**src/hdl/mbims_pkg.sv**
```systemverilog
package mbims_pkg;

  localparam int DATA_W = 32;
  localparam int FRAC_W = 16;

  // mask modes
  localparam logic [1:0] MODE_CUT_ABOVE = 2'd0;
  localparam logic [1:0] MODE_CUT_BELOW = 2'd1;
  localparam logic [1:0] MODE_MULTIPLY  = 2'd2;
  localparam logic [1:0] MODE_PASS      = 2'd3;

  // config register indexes
  localparam logic [1:0] REG_MASK_MODE     = 2'd0;
  localparam logic [1:0] REG_SUBTRACT_MEAN = 2'd1;
  localparam logic [1:0] REG_CUT_ENABLE    = 2'd2;
  localparam logic [1:0] REG_CUT_VALUE     = 2'd3;

  // opcode in tuser
  localparam logic OP_PASS1 = 1'b0;
  localparam logic OP_PASS2 = 1'b1;

  localparam logic signed [DATA_W-1:0] Q_ONE = 32'sh0001_0000;
  localparam logic signed [DATA_W-1:0] Q_MAX = 32'sh7fff_ffff;
  localparam logic signed [DATA_W-1:0] Q_MIN = 32'sh8000_0000;

  // magnitude of the most negative Q16.16 value
  localparam logic [DATA_W:0] Q_NEG_LIMIT = 33'h0_8000_0000;

  typedef struct packed {
    logic take_en;    // input may be taken
    logic clr;        // word starts a new volume (pass 1 after closed pass)
    logic use_mean;   // region mean is ready
    logic div_start;  // launch mean division
  } mbims_cmd_t;

  typedef struct packed {
    logic accept;       // input word taken this cycle
    logic s1_empty;     // no word in the first stage
    logic mean_wanted;  // subtract_mean set and weight positive
    logic div_done;     // mean division finished
  } mbims_stat_t;

endpackage

```
**src/hdl/mask_by_image_mean_subtract_top.sv**
```systemverilog
// Voxel masker with region-mean subtraction, signed Q16.16 throughout.
// Pass-1 words (tuser = 0) are masked against their mask voxel by mask_mode
// and, with cut_enable set, summed into saturating ACC_WIDTH-bit masked-sum
// and weight accumulators. The pass-1 word with tlast closes the pass; if
// subtract_mean is set and the weight is positive, the region mean
// sum * 2^16 / weight is formed. Pass-2 words (tuser = 1) then come out with
// that mean subtracted (out_tuser = 1) unless mask_mode is pass; without a
// mean, or in pass mode, they get the pass-1 treatment. The first pass-1
// word after a closed pass clears all sums. Throughput is one word per clock
// while out_tready is high and no pass is being closed. A taken word sits in
// the multiply stage register and moves on through the saturate/accumulate
// stage into the output register once that is free or out_tready is high.
// After the last pass-1 word the input stalls while that word retires (longer
// while out_tready holds it back) and, when a mean is formed, while the
// one-bit-per-cycle restoring divider works out its ACC_WIDTH + 16 quotient
// bits and hands the mean back. Config writes are always taken (cfg_ready
// stays high) and must only be issued while the block is idle.
module mask_by_image_mean_subtract_top
  import mbims_pkg::*;
#(
  parameter int ACC_WIDTH = 64   // accumulator width, 40..64
) (
  input  logic               clk,
  input  logic               rst_n,
  // input voxel channel
  input  logic               in_tvalid,
  output logic               in_tready,
  input  logic [63:0]        in_tdata,   // [31:0] pixel_value, [63:32] mask_value
  input  logic               in_tuser,   // [0] opcode
  input  logic               in_tlast,   // last
  // result channel
  output logic               out_tvalid,
  input  logic               out_tready,
  output logic [31:0]        out_tdata,  // [31:0] pixel_out
  output logic               out_tuser,  // [0] mean_valid
  output logic               out_tlast,  // last_out
  // config write channel
  input  logic               cfg_valid,
  output logic               cfg_ready,
  input  logic [1:0]         cfg_index,
  input  logic [31:0]        cfg_data
);

  mbims_cmd_t  cmd;
  mbims_stat_t stat;

  assign cfg_ready = 1'b1;

  // controller: pass state, drain and divide sequencing
  mbims_ctrl u_ctrl (
    .clk       (clk),
    .rst_n     (rst_n),
    .in_opcode (in_tuser),
    .in_last   (in_tlast),
    .stat      (stat),
    .cmd       (cmd)
  );

  // datapath: pipe, accumulators, divider, output register
  mbims_dp #(
    .ACC_WIDTH(ACC_WIDTH)
  ) u_dp (
    .clk        (clk),
    .rst_n      (rst_n),
    .cmd        (cmd),
    .stat       (stat),
    .in_tvalid  (in_tvalid),
    .in_tready  (in_tready),
    .in_tdata   (in_tdata),
    .in_tuser   (in_tuser),
    .in_tlast   (in_tlast),
    .out_tvalid (out_tvalid),
    .out_tready (out_tready),
    .out_tdata  (out_tdata),
    .out_tuser  (out_tuser),
    .out_tlast  (out_tlast),
    .cfg_valid  (cfg_valid),
    .cfg_index  (cfg_index),
    .cfg_data   (cfg_data)
  );

endmodule

```
**src/hdl/mbims_div.sv**
```systemverilog
// Restoring divider: mean = sat32(trunc(s * 2^16 / w)), w > 0.
// One quotient bit per cycle, ACC_WIDTH + 16 quotient bits in all.
module mbims_div
  import mbims_pkg::*;
#(
  parameter int ACC_WIDTH = 64
) (
  input  logic                        clk,
  input  logic                        rst_n,
  input  logic                        start,
  input  logic signed [ACC_WIDTH-1:0] sum_in,
  input  logic signed [ACC_WIDTH-1:0] wt_in,
  output logic                        done,
  output logic signed [DATA_W-1:0]    mean
);

  localparam int NUM_W = ACC_WIDTH + FRAC_W;
  localparam int CNT_W = $clog2(NUM_W);

  logic                 busy_r, busy_nxt;
  logic                 done_r, done_nxt;
  logic [CNT_W-1:0]     cnt_r, cnt_nxt;
  logic [NUM_W-1:0]     num_r, num_nxt;
  logic [ACC_WIDTH-1:0] rem_r, rem_nxt;
  logic [ACC_WIDTH-1:0] wt_r, wt_nxt;
  logic [DATA_W:0]      quo_r, quo_nxt;
  logic                 ovf_r, ovf_nxt;
  logic                 neg_r, neg_nxt;

  logic [ACC_WIDTH-1:0] mag;
  logic [ACC_WIDTH:0]   r2;
  logic [ACC_WIDTH:0]   r2_sub;
  logic                 ge;

  assign mag    = sum_in[ACC_WIDTH-1] ? (ACC_WIDTH'(0) - sum_in) : sum_in;
  assign r2     = {rem_r, num_r[NUM_W-1]};
  assign r2_sub = r2 - {1'b0, wt_r};
  assign ge     = (r2 >= {1'b0, wt_r});

  always_comb begin
    busy_nxt = busy_r;
    done_nxt = 1'b0;
    cnt_nxt  = cnt_r;
    num_nxt  = num_r;
    rem_nxt  = rem_r;
    wt_nxt   = wt_r;
    quo_nxt  = quo_r;
    ovf_nxt  = ovf_r;
    neg_nxt  = neg_r;
    if (start) begin
      busy_nxt = 1'b1;
      cnt_nxt  = '0;
      num_nxt  = {mag, {FRAC_W{1'b0}}};
      rem_nxt  = '0;
      wt_nxt   = wt_in;
      quo_nxt  = '0;
      ovf_nxt  = 1'b0;
      neg_nxt  = sum_in[ACC_WIDTH-1];
    end else if (busy_r) begin
      num_nxt = {num_r[NUM_W-2:0], 1'b0};
      rem_nxt = ge ? r2_sub[ACC_WIDTH-1:0] : r2[ACC_WIDTH-1:0];
      quo_nxt = {quo_r[DATA_W-1:0], ge};
      ovf_nxt = ovf_r | quo_r[DATA_W];
      cnt_nxt = cnt_r + 1'b1;
      if (cnt_r == CNT_W'(NUM_W - 1)) begin
        busy_nxt = 1'b0;
        done_nxt = 1'b1;
      end
    end
  end

  always_ff @(posedge clk) begin
    if (!rst_n) begin
      busy_r <= 1'b0;
      done_r <= 1'b0;
    end else begin
      busy_r <= busy_nxt;
      done_r <= done_nxt;
    end
    cnt_r <= cnt_nxt;
    num_r <= num_nxt;
    rem_r <= rem_nxt;
    wt_r  <= wt_nxt;
    quo_r <= quo_nxt;
    ovf_r <= ovf_nxt;
    neg_r <= neg_nxt;
  end

  always_comb begin
    if (neg_r) begin
      if (ovf_r || (quo_r > Q_NEG_LIMIT)) mean = Q_MIN;
      else                                mean = DATA_W'(({DATA_W+1{1'b0}}) - quo_r);
    end else begin
      if (ovf_r || (quo_r[DATA_W:DATA_W-1] != 2'b00)) mean = Q_MAX;
      else                                           mean = quo_r[DATA_W-1:0];
    end
  end

  assign done = done_r;

endmodule

```
**src/hdl/mbims_dp.sv**
```systemverilog
// Datapath: config registers, two-stage voxel pipe, accumulators, mean divider.
module mbims_dp
  import mbims_pkg::*;
#(
  parameter int ACC_WIDTH = 64
) (
  input  logic                 clk,
  input  logic                 rst_n,
  input  mbims_cmd_t           cmd,
  output mbims_stat_t          stat,
  input  logic                 in_tvalid,
  output logic                 in_tready,
  input  logic [2*DATA_W-1:0]  in_tdata,
  input  logic                 in_tuser,
  input  logic                 in_tlast,
  output logic                 out_tvalid,
  input  logic                 out_tready,
  output logic [DATA_W-1:0]    out_tdata,
  output logic                 out_tuser,
  output logic                 out_tlast,
  input  logic                 cfg_valid,
  input  logic [1:0]           cfg_index,
  input  logic [DATA_W-1:0]    cfg_data
);

  localparam int PROD_W = 2*DATA_W + 1;
  localparam int FL_W   = PROD_W - FRAC_W;
  localparam logic signed [ACC_WIDTH-1:0] ACC_MAX = {1'b0, {(ACC_WIDTH-1){1'b1}}};
  localparam logic signed [ACC_WIDTH-1:0] ACC_MIN = {1'b1, {(ACC_WIDTH-1){1'b0}}};

  function automatic logic signed [ACC_WIDTH-1:0] acc_add(
    input logic signed [ACC_WIDTH-1:0] s,
    input logic signed [DATA_W-1:0]    d
  );
    logic signed [ACC_WIDTH:0] t;
    t = {s[ACC_WIDTH-1], s} + {{(ACC_WIDTH+1-DATA_W){d[DATA_W-1]}}, d};
    if (t[ACC_WIDTH] != t[ACC_WIDTH-1]) return t[ACC_WIDTH] ? ACC_MIN : ACC_MAX;
    return t[ACC_WIDTH-1:0];
  endfunction

  // config
  logic [1:0]               mode_r;
  logic                     sub_mean_r;
  logic                     cut_en_r;
  logic signed [DATA_W-1:0] cut_val_r;

  always_ff @(posedge clk) begin
    if (!rst_n) begin
      mode_r     <= MODE_CUT_ABOVE;
      sub_mean_r <= 1'b0;
      cut_en_r   <= 1'b0;
      cut_val_r  <= '0;
    end else if (cfg_valid) begin
      unique case (cfg_index)
        REG_MASK_MODE:     mode_r     <= cfg_data[1:0];
        REG_SUBTRACT_MEAN: sub_mean_r <= cfg_data[0];
        REG_CUT_ENABLE:    cut_en_r   <= cfg_data[0];
        REG_CUT_VALUE:     cut_val_r  <= cfg_data;
        default:           mode_r     <= mode_r;
      endcase
    end
  end

  // stage 1: operand select and multiply
  logic signed [DATA_W-1:0] pix, mask;
  logic signed [DATA_W:0]   pix_x, diff, opnd;
  logic                     applied, cut, accept;
  logic                     s1_v_r, out_v_r, out_load;

  logic signed [DATA_W-1:0] mean_r;
  logic signed [PROD_W-1:0] s1_prod_r;
  logic signed [DATA_W:0]   s1_diff_r;
  logic signed [DATA_W-1:0] s1_pix_r, s1_mask_r;
  logic                     s1_second_r, s1_last_r, s1_applied_r, s1_clr_r;
  logic                     s1_cut_r, s1_wlow_r;

  assign pix     = in_tdata[DATA_W-1:0];
  assign mask    = in_tdata[2*DATA_W-1:DATA_W];
  assign pix_x   = {pix[DATA_W-1], pix};
  assign diff    = pix_x - {mean_r[DATA_W-1], mean_r};
  assign applied = (in_tuser == OP_PASS2) && cmd.use_mean && (mode_r != MODE_PASS);
  assign opnd    = applied ? diff : pix_x;
  assign cut     = ((mode_r == MODE_CUT_ABOVE) && (mask > cut_val_r)) ||
                   ((mode_r == MODE_CUT_BELOW) && (mask < cut_val_r));

  assign out_load  = s1_v_r && (!out_v_r || out_tready);
  assign in_tready = cmd.take_en && (!s1_v_r || out_load);
  assign accept    = in_tvalid && in_tready;

  always_ff @(posedge clk) begin
    if (!rst_n) s1_v_r <= 1'b0;
    else if (accept) s1_v_r <= 1'b1;
    else if (out_load) s1_v_r <= 1'b0;
    if (accept) begin
      s1_prod_r    <= opnd * mask;
      s1_diff_r    <= diff;
      s1_pix_r     <= pix;
      s1_mask_r    <= mask;
      s1_second_r  <= (in_tuser == OP_PASS2);
      s1_last_r    <= in_tlast;
      s1_applied_r <= applied;
      s1_clr_r     <= cmd.clr && (in_tuser == OP_PASS1);
      s1_cut_r     <= cut;
      s1_wlow_r    <= cut_en_r && (mask < cut_val_r);
    end
  end

  // stage 2: floor, saturate, select, accumulate
  logic signed [FL_W-1:0]   fl;
  logic signed [DATA_W-1:0] prod_sat, diff_sat, data, wt;
  logic signed [ACC_WIDTH-1:0] msum_r, wsum_r, msum_base, wsum_base;

  assign fl = FL_W'(s1_prod_r >>> FRAC_W);
  assign prod_sat = ((&fl[FL_W-1:DATA_W-1]) || !(|fl[FL_W-1:DATA_W-1])) ?
                    fl[DATA_W-1:0] : (fl[FL_W-1] ? Q_MIN : Q_MAX);
  assign diff_sat = (s1_diff_r[DATA_W] == s1_diff_r[DATA_W-1]) ?
                    s1_diff_r[DATA_W-1:0] : (s1_diff_r[DATA_W] ? Q_MIN : Q_MAX);

  always_comb begin
    data = s1_pix_r;
    wt   = Q_ONE;
    if (s1_applied_r) begin
      if (mode_r == MODE_MULTIPLY) data = prod_sat;
      else                         data = s1_cut_r ? '0 : diff_sat;
    end else begin
      case (mode_r) inside
        MODE_MULTIPLY: begin
          data = prod_sat;
          wt   = s1_wlow_r ? '0 : s1_mask_r;
        end
        MODE_CUT_ABOVE, MODE_CUT_BELOW: begin
          if (s1_cut_r) begin
            data = '0;
            wt   = '0;
          end
        end
        default: begin
          data = s1_pix_r;
          wt   = Q_ONE;
        end
      endcase
    end
  end

  assign msum_base = s1_clr_r ? '0 : msum_r;
  assign wsum_base = s1_clr_r ? '0 : wsum_r;

  logic                     div_done;
  logic signed [DATA_W-1:0] div_mean;

  always_ff @(posedge clk) begin
    if (!rst_n) begin
      msum_r  <= '0;
      wsum_r  <= '0;
      mean_r  <= '0;
      out_v_r <= 1'b0;
    end else begin
      if (out_load) begin
        out_v_r <= 1'b1;
        if (!s1_second_r && cut_en_r) begin
          msum_r <= acc_add(msum_base, data);
          wsum_r <= acc_add(wsum_base, wt);
        end else begin
          msum_r <= msum_base;
          wsum_r <= wsum_base;
        end
      end else if (out_tready) begin
        out_v_r <= 1'b0;
      end
      if (accept && cmd.clr && (in_tuser == OP_PASS1)) mean_r <= '0;
      else if (div_done) mean_r <= div_mean;
    end
  end

  always_ff @(posedge clk) begin
    if (out_load) begin
      out_tdata <= data;
      out_tuser <= s1_applied_r;
      out_tlast <= s1_last_r;
    end
  end

  assign out_tvalid = out_v_r;

  mbims_div #(
    .ACC_WIDTH(ACC_WIDTH)
  ) u_div (
    .clk    (clk),
    .rst_n  (rst_n),
    .start  (cmd.div_start),
    .sum_in (msum_r),
    .wt_in  (wsum_r),
    .done   (div_done),
    .mean   (div_mean)
  );

  assign stat.accept      = accept;
  assign stat.s1_empty    = !s1_v_r;
  assign stat.mean_wanted = sub_mean_r && !wsum_r[ACC_WIDTH-1] && (|wsum_r);
  assign stat.div_done    = div_done;

endmodule

```
**src/hdl/mbims_ctrl.sv**
```systemverilog
// Controller: pass tracking, drain after the last pass-1 word, mean division.
module mbims_ctrl
  import mbims_pkg::*;
(
  input  logic        clk,
  input  logic        rst_n,
  input  logic        in_opcode,
  input  logic        in_last,
  input  mbims_stat_t stat,
  output mbims_cmd_t  cmd
);

  localparam logic [1:0] ST_RUN   = 2'd0;
  localparam logic [1:0] ST_DRAIN = 2'd1;
  localparam logic [1:0] ST_DIV   = 2'd2;

  logic [1:0] state_r, state_nxt;
  logic       pass_closed_r, pass_closed_nxt;
  logic       mean_ready_r, mean_ready_nxt;

  always_comb begin
    state_nxt       = state_r;
    pass_closed_nxt = pass_closed_r;
    mean_ready_nxt  = mean_ready_r;
    unique case (state_r)
      ST_RUN: begin
        if (stat.accept && (in_opcode == OP_PASS1)) begin
          if (pass_closed_r) mean_ready_nxt = 1'b0;
          pass_closed_nxt = in_last;
          if (in_last) state_nxt = ST_DRAIN;
        end
      end
      ST_DRAIN: begin
        if (stat.s1_empty) state_nxt = stat.mean_wanted ? ST_DIV : ST_RUN;
      end
      ST_DIV: begin
        if (stat.div_done) begin
          mean_ready_nxt = 1'b1;
          state_nxt      = ST_RUN;
        end
      end
      default: state_nxt = ST_RUN;
    endcase
  end

  always_ff @(posedge clk) begin
    if (!rst_n) begin
      state_r       <= ST_RUN;
      pass_closed_r <= 1'b1;
      mean_ready_r  <= 1'b0;
    end else begin
      state_r       <= state_nxt;
      pass_closed_r <= pass_closed_nxt;
      mean_ready_r  <= mean_ready_nxt;
    end
  end

  assign cmd.take_en   = (state_r == ST_RUN);
  assign cmd.clr       = pass_closed_r;
  assign cmd.use_mean  = mean_ready_r;
  assign cmd.div_start = (state_r == ST_DRAIN) && stat.s1_empty && stat.mean_wanted;

endmodule

```
**config.mk**
```make
export PLATFORM = sky130hd
export DESIGN_NAME = mask_by_image_mean_subtract_top
export DESIGN_NICKNAME = d
export VERILOG_FILES = /design/src/hdl/mbims_pkg.sv /design/src/hdl/mask_by_image_mean_subtract_top.sv /design/src/hdl/mbims_div.sv /design/src/hdl/mbims_dp.sv /design/src/hdl/mbims_ctrl.sv
export SDC_FILE = /design/constraint.sdc
export NUM_CORES = 2
export LEC_CHECK = 0
export ABC_CLOCK_PERIOD_IN_PS = 12500
export BUFFER_PORTS_ARGS = -buffer_cell sky130_fd_sc_hd__clkbuf_2
export CORE_MARGIN = 5
export CORE_UTILIZATION = 45
export DETAILED_ROUTE_END_ITERATION = 10
export SLEW_MARGIN = 20
export SYNTH_ARGS = -nofsm -noshare
export SYNTH_HDL_FRONTEND = slang
export SYNTH_SLANG_ARGS = --single-unit
export TNS_END_PERCENT = 30
```
**constraint.sdc**
```tcl
create_clock -name clk -period 12.5 [get_ports clk]
set_input_delay 1.875 -clock clk [delete_from_list [all_inputs] [get_ports clk]]
set_output_delay 1.875 -clock clk [all_outputs]
set_load 0.02 [all_outputs]
```
Word level (Yosys, flattened, before mapping)
Index checks and enable logic that the tools add are counted.
Storage, ports and cells
  flip-flop bits (word level): 640
  output and inout port bits: 37
Cells by class
  $add $sub $neg: 7
  multiplexer cells: 59
  $lt $le $gt $ge: 4
  equal/unequal tests: 17
  $mul: 1
  bitwise logic cells: 4
  reduce and logical (&&, ||, !) cells: 49
Operators by type and width (count)
  $mux W64: 12
  $mux W32: 17
  $mux W80: 2
  $add A64 B32 Y65: 2
  $ge A65 B64 Y1: 1
  $mul A33 B32 Y65: 1
  $reduce_or A64 Y1: 1
  $sub A1 B64 Y64 const A: 1
  $sub A64 B64 Y64: 1
  $gt A33 B32 Y1 const B: 1
  $mux W33: 1
  $sub A32 B32 Y33: 1
  $gt A32 B32 Y1: 1
  $lt A32 B32 Y1: 1
  $sub A1 B32 Y32 const A: 1
  $mux W1: 19
  $reduce_and A18 Y1: 1
  $reduce_or A18 Y1: 1
  $logic_and A1 B1 Y1: 17
  $mux W17: 1
  $mux W2: 5
  $ne A2 B2 Y1 const B: 5
  $reduce_and A2 Y1: 5
  $reduce_bool A2 Y1: 5
  17 further kinds: 38

Depth between registers and ports, before layout
  word-level depth: 14
  mapped depth: 44

Modules after synthesis
From an unflattened synthesis, not the netlist that was laid out.
Second synthesis, totals
  cells, all modules: 9320
  area, all modules: 80886.3 um2
By module, submodules not included
  mbims_dp: area an instance 65061.1 um2, times used 1, cells each 7454
  mbims_div: area an instance 15595.0 um2, times used 1, cells each 1842
  mbims_ctrl: area an instance 219.0 um2, times used 1, cells each 22
  mask_by_image_mean_subtract_top: area an instance 11.3 um2, times used 1, cells each 2

Least setup slack after synthesis
OpenSTA, ideal clock, no wires.
  path kind: in2reg
  start: input port in_tdata[0]
  end: register u_dp.s1_prod_r[61] (data pin)
  path buffers: 3
  library setup time: 0.266 ns
  data arrival time: 11.950 ns
  setup slack: 0.284 ns
  data required time: 12.234 ns
  stages on the path: 40
  cell sequence: inv_1 -> ha_1 -> inv_1 -> fa_1 -> a21o_1 -> a21oi_1 -> o21ai_1 -> a31oi_1 -> o21bai_1 -> a2111o_1 -> and3_1 -> nor2_1 -> o22a_1 -> a21bo_2 -> clkbuf_1 -> clkbuf_1 -> nand2_1 -> fa_1 -> [4 not listed] -> fa_1 -> inv_1 -> fa_1 -> fa_1 -> fa_1 -> fa_1 -> ha_1 -> clkbuf_1 -> a21o_1 -> a21o_1 -> a21oi_1 -> o21ai_0 -> a31oi_1 -> o21ai_0 -> a21o_1 -> a2111oi_0 -> nor3_1 -> xor2_1
On the way
  cells in the longest elaborated chain, start to end: 3
Ends and longest elaborated chain
  start, declared: line mask_by_image_mean_subtract_top.sv:28  | input logic [63:0] in_tdata,
  $sub A32 B32 Y33: line mbims_dp.sv:80  | assign diff = pix_x - {mean_r[DATA_W-1], mean_r};
  via u_dp.diff[32]: line mbims_dp.sv:66  | logic signed [DATA_W:0] pix_x, diff, opnd;
  $mux W33: line mbims_dp.sv:82  | assign opnd = applied ? diff : pix_x;
  $mul A33 B32 Y65: line mbims_dp.sv:95  | s1_prod_r <= opnd * mask;
  end signal, assigned: line mbims_dp.sv:95
  end, declared: line mbims_dp.sv:71  | logic signed [PROD_W-1:0] s1_prod_r;
The timed path passes the listed nets, and every way through them passes these cells.
A chain may end at the register's enable or synchronous reset.

Worst setup path in the final report
Ends and elaborated chain as after synthesis.

==> results.sh <==
export IMPL_avgSynthCellArea_sq_um=8.83
export IMPL_global_route_usage_total_pct=27.2
export IMPL_cts_htree_levels=3
export IMPL_clock_root_buffer="sky130_fd_sc_hd__clkbuf_16"
export IMPL_critical_path_peak_fanout=15
export IMPL_slew_limit_headroom_pct=19.0
export IMPL_synth_common_cells="1332 x sky130_fd_sc_hd__inv_1, 1115 x sky130_fd_sc_hd__fa_1, 1008 x sky130_fd_sc_hd__nand2_1"
export IMPL_critPathMostFrequentCell="sky130_fd_sc_hd__fa_1"
export IMPL_hold_viol=0
export IMPL_worst_slew_pin_slew_ns=1.21
export IMPL_placement_io_buffers=140
export IMPL_timing_critical_path_buf_inv=12
export IMPL_critPathCaptureType="register"
export IMPL_viasPerCell=5.59
export IMPL_run_status="finished, final reports clean"
export IMPL_critical_path_top_delay_family="adder cells"
export IMPL_synth_cells=8883
export IMPL_grt_start_max_net_pins=86
export IMPL_synth_cell_area_sq_um=78400
export IMPL_placementRows=153
export IMPL_multi_input_area_sq_um=56100
export IMPL_report_final_setup_viol=0
export IMPL_number_of_enable_flip_flop_cells_after_synthesis=315
export IMPL_cts_sinks=624
export IMPL_ys_ff_latch=624
export IMPL_path_class="primary input to register"
export IMPL_layout_cells_non_filler=11197
export IMPL_drtIter0Drc=4465
export IMPL_dieWidth_microns=428
export IMPL_placement_setup_worst_slack_ns=-0.0589
export IMPL_post_synth_top_count_cell="sky130_fd_sc_hd__inv_1"
export IMPL_total_count_of_max_transition_violations_in_the_final_report=0
export IMPL_postCtsHoldBufs=0
export IMPL_worstSkewPairLatency_ns=0.68
export IMPL_detailroute_via_count=62633
export IMPL_synth_top_cells_by_area="sky130_fd_sc_hd__fa_1 28%, sky130_fd_sc_hd__edfxtp_1 12%, sky130_fd_sc_hd__dfxtp_1 7.9%"
export IMPL_pin_count=142
export IMPL_wire_length_of_the_first_global_routing_pass_microns=386000
export IMPL_yosysTopAreaCell="sky130_fd_sc_hd__fa_1"
export IMPL_final_layout_size_suffix_gt1_share_pct=6.20
export IMPL_post_route_worst_setup_slack_ns=0.512
export IMPL_mappedNetlistNets=10546
export IMPL_maxCapViolations=0
export IMPL_placedCellCount=11051
export IMPL_cp_data_arrival_time_ns=12.40
export IMPL_crit_path_start="in_tdata[0]"
export IMPL_min_delay_start="u_dp.s1_last_r"
export IMPL_tritoncts_num_buffers=72
export IMPL_core_area_sq_um=174000
export IMPL_timing_final_crit_share_pct=95.9
export IMPL_route_detailed_wl_per_inst_microns=22.1
export IMPL_design_die_area_sq_um=183000
export IMPL_netlist_area_leader_share_pct=28.5
export IMPL_clk_pin_slew_worst_paths_ns=0.06
export IMPL_achievable_frequency_mhz=83.4
export IMPL_initial_antenna_violation_count=20
export IMPL_antenna_violating_nets_post_route=0
export IMPL_cts_buffer_depth=3
export IMPL_gpl_final_weighted_congestion=0.936
export IMPL_drc_violations=0
export IMPL_timing_critical_path_required_ns=12.91
export IMPL_synth_distinct_cells=94
export IMPL_cts_tree="built"
export IMPL_totalWireLength_microns=248000
export IMPL_grt_pass1_vias=64719
export IMPL_rsz_0062_raised_after_global_routing="false"
export IMPL_post_route_min_period_ns=11.99
export IMPL_cts_setup_buffers=0
export IMPL_drtPass1Iterations=7
export IMPL_finalNetCount=10464
export IMPL_rr_startpoint="u_dp.mean_r[0]"
export IMPL_n_fill_cell=16798
export IMPL_synthFlopType="sky130_fd_sc_hd__edfxtp_1"
export IMPL_overflow=0
export IMPL_post_cts_resized=0
export IMPL_worstHoldPathType="register to register"
export IMPL_seq_area_frac_synth_pct=19.9
export IMPL_floorplan_die_height_microns=428
export IMPL_detailed_placement_wirelength_estimate_microns=193000
export IMPL_worst_path_max_delay_cell="sky130_fd_sc_hd__fa_1"
export IMPL_clock_skew_ns=0.0323
export IMPL_synth_async_reset_ratio_pct=0
export IMPL_register_area_sq_um=15700
export IMPL_floorplan_initialDensity_pct=45.2
export IMPL_syn_to_final_growth_pct=7.42
export IMPL_cp_start_kind="primary input"
export IMPL_critical_path_max_stage_delay_ns=0.54
export IMPL_yosys_warnings=0
## routing by layer
metal,up-vias,part of all wire (%),routed length [microns],global-route usage [%]
li1,28797,-,-,-
met1,31466,43,108000,37.1
met2,2002,47,115000,44.2
met3,364,5.9,14700,3.41
met4,4,4.1,10000,10.7
met5,-,0.0093,23,0
## registers in the layout, indices dropped and copies added (netlist names), 7 cells and up
name	flops
u_dp.cut_val_r	32
u_dp.mean_r	32
u_dp.msum_r	64
u_dp.out_tdata	32
u_dp.s1_diff_r	33
u_dp.s1_mask_r	32
u_dp.s1_pix_r	32
u_dp.s1_prod_r	49
u_dp.u_div.cnt_r	7
u_dp.u_div.num_r	64
u_dp.u_div.quo_r	33
u_dp.u_div.rem_r	64
u_dp.u_div.wt_r	64
u_dp.wsum_r	64
## cell families after synthesis
logic type,synth area share (%)
other,0.00478
buffers and inverters,8.77
adder cells (fa/ha/maj),35.5
AND/OR/NAND/NOR,17.0
multiplexers,1.15
AO/OA/AOI/OAI,14.1
XOR/XNOR,3.58
flip-flops,19.9
## layout by cell type, fill, tap and decap left out, drive strengths merged, types with 44 or more instances in the layout
cell type and n:
o21ai 314, o21bai 60, clkbuf 233, nand2 1008, nor4 44, nor2 480
a21o 214, ha 443, nor2b 161, xor2 143, nor3 101, a211oi 116
buf 188, xnor2 178, fa 1115, o21a 51, nand4 93, o31ai 57
nand3 72, edfxtp 315, mux2i 70, inv 1339, nand2b 45, a21oi 651
and2 533, dfxtp 309
## final cells by class
class | instances | area share, %
multi-input combinational | 6439 | 66.6
sequential | 624 | 18.6
inverter | 1336 | 5.96
tap | 2325 | 3.45
timing repair buffer | 328 | 2.62
clock buffer | 93 | 2.39
clock inverter | 40 | 0.401
antenna | 12 | 0.0356
## per-stage QoR
stage               hold slack, ns  cell area [sq um]  util, %  setup TNS [ns]
finish                       0.428              84300     48.5               0
global route                 0.449              84300     48.5               0
CTS                          0.431              84200     48.5               0
detailed placement           0.416              81900     47.1          -0.114
global placement             0.403              81900     47.1               0
floorplan                    0.400              78400        -               0
## worst paths after layout
kind / endpoint / slack (ns) / cells after the start
hold / removal: u_dp.out_tlast / 0.43 / 0
setup / recovery: u_dp.s1_prod_r[61] / 0.51 / 43
setup reg to reg: u_dp.s1_prod_r[61] / 1.52 / 41
hold reg to reg: u_dp.out_tlast / 0.43 / 0
Power is left out: the tool's default activity adds up to more than one toggle a clock period on the data nets, which glitch-free logic cannot reach.
